## config.mk

```make
export PLATFORM = sky130hd
export DESIGN_NAME = spf_div
export DESIGN_NICKNAME = d
export VERILOG_FILES = /design/src/rtl/core/assert_macros.svh /design/src/rtl/core/spf_pkg.sv /design/src/rtl/core/spf_div.sv
export SDC_FILE = /design/constraint.sdc
export NUM_CORES = 1
export LEC_CHECK = 0
export BUFFER_PORTS_ARGS = -buffer_cell sky130_fd_sc_hd__buf_2
export CAP_MARGIN = 20
export CORE_MARGIN = 3
export CORE_UTILIZATION = 60
export DETAILED_ROUTE_END_ITERATION = 10
export PLACE_DENSITY = 0.85
export SYNTH_ARGS = -nofsm -noshare
export SYNTH_HDL_FRONTEND = slang
export SYNTH_SLANG_ARGS = --single-unit
```

## constraint.sdc

```tcl
create_clock -name clk -period 5.8 [get_ports clk]
set_clock_uncertainty 0.1 [all_clocks]
set_input_delay 0.29 -clock clk [delete_from_list [all_inputs] [get_ports clk]]
set_output_delay 0.29 -clock clk [all_outputs]
set_load 0.01 [all_outputs]
```

## src/rtl/core/assert_macros.svh

```systemverilog
// ----------------------------------------------------------------------------
// Assertion macros
// Clocked property checks on clk with rst_n as disable; empty in synthesis.
// ----------------------------------------------------------------------------
`ifndef ASSERT_MACROS_SVH
`define ASSERT_MACROS_SVH

`ifndef SYNTHESIS

`define SPF_ASSERT(lbl, prop) \
  lbl: assert property (@(posedge clk) disable iff (!rst_n) (prop)) \
    else $error("spf assertion failed");

`define SPF_ASSERT_IMP(lbl, ante, cons) \
  lbl: assert property (@(posedge clk) disable iff (!rst_n) (ante) |-> (cons)) \
    else $error("spf assertion failed");

`else

`define SPF_ASSERT(lbl, prop)

`define SPF_ASSERT_IMP(lbl, ante, cons)

`endif

`endif

```

## src/rtl/core/spf_pkg.sv

```systemverilog
// ----------------------------------------------------------------------------
// spf_pkg
// Shared constants and codes of the smallest prime factor sieve.
// ----------------------------------------------------------------------------
package spf_pkg;

  localparam int TABLE_SIZE  = 65536;
  localparam int ADDR_W      = $clog2(TABLE_SIZE);
  localparam int DATA_W      = 16;
  localparam int NUM_W       = 16;
  localparam int REQ_W       = 2;
  localparam int ST_W        = 2;
  localparam int LIM_MAX     = (TABLE_SIZE - 1 < 65535) ? TABLE_SIZE - 1 : 65535;
  localparam int FIRST_PRIME = 2;
  localparam int MAX_RES     = 16;
  localparam int K_W         = $clog2(MAX_RES + 1);
  localparam int P_W         = 9;
  localparam int M_W         = NUM_W + 1;

  localparam logic [REQ_W-1:0] REQ_BUILD    = 2'd0;
  localparam logic [REQ_W-1:0] REQ_ALL      = 2'd1;
  localparam logic [REQ_W-1:0] REQ_DISTINCT = 2'd2;

  localparam logic [ST_W-1:0] ST_OK      = 2'd0;
  localparam logic [ST_W-1:0] ST_RANGE   = 2'd1;
  localparam logic [ST_W-1:0] ST_UNBUILT = 2'd2;

endpackage

```

## src/rtl/core/spf_div.sv

```systemverilog
// ----------------------------------------------------------------------------
// spf_div
// Restoring divider, one quotient bit per cycle, done pulse at the end.
// ----------------------------------------------------------------------------
module spf_div
  import spf_pkg::*;
(
  input  logic             clk,
  input  logic             rst_n,
  input  logic             start,
  input  logic [NUM_W-1:0] dividend,
  input  logic [NUM_W-1:0] divisor,
  output logic             done,
  output logic [NUM_W-1:0] quotient
);

  localparam int CNT_W = $clog2(NUM_W);

  logic             busy_r, busy_nxt;
  logic             done_r, done_nxt;
  logic [CNT_W-1:0] cnt_r, cnt_nxt;
  logic [NUM_W:0]   rem_r, rem_nxt;
  logic [NUM_W-1:0] quo_r, quo_nxt;
  logic [NUM_W-1:0] dvs_r, dvs_nxt;
  logic [NUM_W:0]   trial;

  always_comb begin
    busy_nxt = busy_r;
    done_nxt = 1'b0;
    cnt_nxt  = cnt_r;
    rem_nxt  = rem_r;
    quo_nxt  = quo_r;
    dvs_nxt  = dvs_r;
    trial    = {rem_r[NUM_W-1:0], quo_r[NUM_W-1]};
    if (start) begin
      busy_nxt = 1'b1;
      cnt_nxt  = '0;
      rem_nxt  = '0;
      quo_nxt  = dividend;
      dvs_nxt  = divisor;
    end else if (busy_r) begin
      if (trial >= {1'b0, dvs_r}) begin
        rem_nxt = trial - {1'b0, dvs_r};
        quo_nxt = {quo_r[NUM_W-2:0], 1'b1};
      end else begin
        rem_nxt = trial;
        quo_nxt = {quo_r[NUM_W-2:0], 1'b0};
      end
      cnt_nxt = cnt_r + 1'b1;
      if (cnt_r == CNT_W'(NUM_W - 1)) begin
        busy_nxt = 1'b0;
        done_nxt = 1'b1;
      end
    end
  end

  always_ff @(posedge clk) begin
    if (!rst_n) begin
      busy_r <= 1'b0;
      done_r <= 1'b0;
    end else begin
      busy_r <= busy_nxt;
      done_r <= done_nxt;
    end
  end

  always_ff @(posedge clk) begin
    cnt_r <= cnt_nxt;
    rem_r <= rem_nxt;
    quo_r <= quo_nxt;
    dvs_r <= dvs_nxt;
  end

  assign done     = done_r;
  assign quotient = quo_r;

endmodule

```

# Yosys cells after proc, flatten, opt, wreduce, memory -nomap -nowiden
# Index checks and enable logic that the tools add are counted.
[word_totals]
out_inout_bits = 17
inputBits = 35
elab_cells = 22
reg_bits = 54
[op_classes]
eq_ne = 1
n_mux = 8
n_lt_le_gt_ge = 1
addsub = 2
bitwise = 2
n_reduce_logical = 2
[op_table]
columns = ["operator", "count"]
rows = [
  ["16-bit two-way mux", 3],
  ["17-bit by 16-bit greater-or-equal comparator with 1-bit output", 1],
  ["16-bit subtractor", 1],
  ["1-bit two-way mux", 5],
  ["4-bit by 1-bit adder with 4-bit output, second input constant", 1],
  ["4-bit equality test, second input constant", 1],
  ["3-bit OR reduction", 1],
  ["1-bit NOT", 2],
  ["2-bit nonzero test", 1],
]

# Longest topological paths before layout
[depth]
depth_word = 4
ltp_mapped = 10
mapped_depth_nobuf = 10

# Worst setup path before layout
# Ideal clock, no wire load.
[synth_timing]
path_type = "reg-to-reg"
start = "register dvs_r[14]"
end = "register rem_r[0]"
setup_slack_ns = 3.351
period_less_slack_ns = 2.449
setup_time_ns = 0.086
arrival_time_ns = 2.263
stages_incl_launch_ff = 10
n_path_buf = 0
t_required_ns = 5.614
path_cell_list = "edfxtp_1 inv_1 ha_1 a21o_1 a211o_1 a21o_1 a311o_1 o21ai_2 mux2_2 a211oi_1"
[synth_via]
elab_chain_len = 2
[synth_lines]
columns = ["item", "line_no", "rtl"]
rows = [
  ["from (decl)", "spf_div.sv:24", "logic [NUM_W-1:0] dvs_r, dvs_nxt;"],
  ["from (signal assigned)", "spf_div.sv:71", "dvs_r <= dvs_nxt;"],
  ["17-bit by 16-bit greater-or-equal comparator with 1-bit output", "spf_div.sv:42", "if (trial >= {1'b0, dvs_r}) begin"],
  ["16-bit two-way mux", "spf_div.sv:42", ""],
  ["to (signal assigned)", "spf_div.sv:69", "rem_r <= rem_nxt;"],
  ["to (decl)", "spf_div.sv:22", "logic [NUM_W:0] rem_r, rem_nxt;"],
]
# Every way passes these cells.
# A chain may end at the register's enable or synchronous reset.

# Worst setup path in the final report
[layout_timing]
start = "register dvs_r[1]"
end = "register rem_r[0]"
# Same word-level chain as after synthesis.

==> metrics.md <==
| Metric | Value |
|---|---|
| Status | `complete, no violations` |
| Fillers | `about 360` |
| Antenna violations before repair | `0` |
| Fraction of layout instances using a drive strength above 1 | `23.9%` |
| Critical path fanouts, max | `9` |
| Initial Util | `62.7%` |
| Hold WS | `0.0473 ns` |
| Max-cap violations | `0` |
| Port buffer count | `51` |
| Syn nets | `roughly 340` |
| Asr flop ratio synth | `0%` |
| Worst r2r dst | `rem_r[0]` |
| Final setup viols | `0` |
| Sequential share of the synthesized area | `46.7%` |
| Post-synth top flop | `edfxtp_1` |
| Via count | `2291` |
| Bufs and invs on worst path | `1` |
| Worst-path clk slew | `0.10 ns` |
| Final net count | `between 300 and 400` |
| Row Count | `25` |
| # IOs | `52` |
| Critical path class | `register to register` |
| Pwr/cell area | `approximately 250 nW/µm²` |
| Post-route setup TNS | `0 ns` |
| Final WL | `5.92 mm` |
| Reg area | `1400 µm²` |
| Maximum VDD drop | `around 200 µV` |
| Highest clock rate | `365 MHz` |
| Routed Antenna Nets | `0` |
| Worst-Margin Slew | `0.599 ns` |
| GRT Util Overall | `21.0%` |
| Final Max Tran Viols | `0` |
| FF+latch count, synth | `54` |
| Total grt overflow | `0` |
| Sink Count | `54` |
| Finished Layout Cells | `402` |
| Clock latency on the worst-skew pair | `a little over 0.3 ns` |
| Hold Path End | `dvs_r[4]` |
| Avg Inst Size Synth | `10.6 µm²` |
| Internal reg-to-reg setup slack | `between 3 and 4 ns` |
| Antenna cell count | `0` |
| Core area | `4790 µm²` |
| Footprint of the multi-input gates | `1460 µm²` |
| RSZ-0062 raised after global routing | `no` |
| Die Width | `76.7 µm` |
| Root Driver | `clkbuf_8` |
| Hold WC Path Type | `primary input to register` |
| Layout Area Growth over Synthesis | `13.2%` |
| H-tree depth | `2` |
| Final HPWL DP | `4.28 mm` |
| R2r worst-path depth | `9` |
| Critical Path End Type | `register` |
| Die Y | `76.7 µm` |
| Largest net degree at the start of global routing | `52` |
| GPL Wtd Cong | `0.893` |
| Syn Std Cell Area | `3000 µm²` |
| Number of synthesized flops with an enable pin | `32` |
| Wirelength per Cell | `14.7 µm` |
| Max clock buf depth | `2` |
| DIE AREA | `5890 µm²` |
| Post-route minimum period | `2.74 ns` |
| Crit Reg-Reg Startpoint | `dvs_r[1]` |
| DRC | `0` |
| Ys Warns | `0` |
| # Post-CTS Setup Buffers | `0` |
| First-pass GRT wire length | `9.94 mm` |
| Post-Synthesis Cells | `284` |
| Vias in the first global route | `2193` |
| Synth unique cells | `48` |
| Initial drt markers | `171` |
| CP arrival | `2.87 ns` |
| Critical path origin | `dvs_r[1]` |
| Max stage delay on crit path | `0.44 ns` |
| Top delay family on crit path | `compound AO/OA/AOI/OAI gates` |
| Max_slew headroom | `around three fifths` |
| CP startpoint kind | `register` |
| Lkg Pwr | `1.53 nW` |
| Crit-path slowest cell | `a311o_1` |
| Via/cell ratio | `5.70` |
| CTS tree | `yes` |
| Initial DRT Pass Iterations | `4` |
| Cts bufs inserted | `5` |
| Period utilisation layout | `between 40% and 50%` |
| Cell count of the worst hold path | `1` |
| Dpl cells | `393` |
| Worst hold start | `divisor[4]` |
| Final hold vios | `0` |
| Critical Path, Cell by Cell | `inv_1 -> ha_1 -> nor2b_1 -> o21bai_1 -> nand3_1 -> a311o_1 -> o21ai_2 -> mux2_2 -> a211oi_1` |
| Hold buffers post-CTS | `0` |
| Required time worst endpoint | `about 6 ns` |
| Post-CTS resize count | `0` |
[area by class of cell]
| type | instances | area share [%] |
|---|---|---|
| clock buffer | 6 | 2.14 |
| timing repair buffer | 54 | 8.39 |
| clock inverter | 2 | 0.442 |
| tap | 67 | 2.47 |
| multi-input combinational | 198 | 43.0 |
| sequential | 54 | 41.2 |
| inverter | 21 | 2.32 |
[cells by family after synthesis]
| family | after synthesis | share of synthesized area [%] |
|---|---|---|
| simple gates | 70 | 11.3 |
| flops | 54 | 46.7 |
| fa+ha+maj | 18 | 7.75 |
| xor+xnor | 14 | 4.09 |
| buf+inv | 32 | 4.63 |
| mux | 29 | 10.4 |
| compound gates | 67 | 15.2 |
[cell usage after synthesis, types with 6 or more instances]
library cell  number  area share [%]
edfxtp_1          32              32
ha_1              17             7.1
mux2_2            17             6.4
nand3_1            6             1.0
xor2_1             7             2.0
mux2i_1           12             4.0
nor2_1            26             3.3
inv_1             21             2.6
clkbuf_1           7            0.88
nand2_1           13             1.6
a211oi_1           7             1.8
dfxtp_1           22              15
a21oi_1           13             2.2
xnor2_1            7             2.0
o21ai_0           11             1.8
[per-layer routing]
layer	track usage, %	wire length, µm	vias to the layer above
met5	0	0	-
met4	7.79	104	0
met3	4.23	316	11
met2	33.8	2810	70
met1	28.1	2680	1063
li1	-	-	1147
[how the worst max path moves through the flow]
stage	endpoint	slack, ns	depth (start not counted)
floorplan	rem_r[0]	3.35	9
global placement	rem_r[0]	2.95	9
detailed placement	rem_r[0]	2.90	9
CTS	rem_r[0]	2.86	9
global route	rem_r[0]	2.84	9
finish	rem_r[0]	3.06	9
[stage by stage]
stage          area, µm²  utilization, %  power [W]  setup slack [ns]
6_report            3400            71.0   0.000854              3.06
4_1_cts             3380            70.7   0.000858              2.86
3_3_place_gp        3300            68.9   0.000646              2.95
5_1_grt             3400            71.0   0.000901              2.84
3_5_place_dp        3300            68.9   0.000653              2.90
2_1_floorplan       3000               -   0.000600              3.35
[sequential cells by signal, indices dropped and copies added (netlist names)]
register,count
busy_r,1
cnt_r,4
done,1
dvs_r,16
quotient,16
rem_r,16
[placed cells by master (no fill, tap or decap), types with 4 or more instances in the layout]
cell type / netlist / layout
nand3_1: 6 / 6
mux2i_1: 12 / 12
nand2_1: 13 / 13
nor2_1: 26 / 26
nor3_1: 4 / 4
edfxtp_1: 32 / 32
inv_1: 21 / 21
o21ai_0: 11 / 11
ha_1: 17 / 17
xor2_1: 7 / 7
xnor2_1: 7 / 7
mux2_2: 17 / 17
o21a_1: 5 / 5
a21o_1: 5 / 5
nor4_1: 4 / 4
a21oi_1: 13 / 13
clkbuf_8: 0 / 5
dfxtp_1: 22 / 22
buf_2: 0 / 51
o211ai_1: 4 / 4
o31ai_1: 5 / 5
a211oi_1: 7 / 7
[power by group]
part | switching (W) | internal [W] | total (W)
Combinational | 0.000108 | 0.0000867 | 0.000195
Clock | 0.000121 | 0.0000852 | 0.000206
Sequential | 0.0000144 | 0.000439 | 0.000453
No activity file was read; power rests on OpenSTA's default activity.
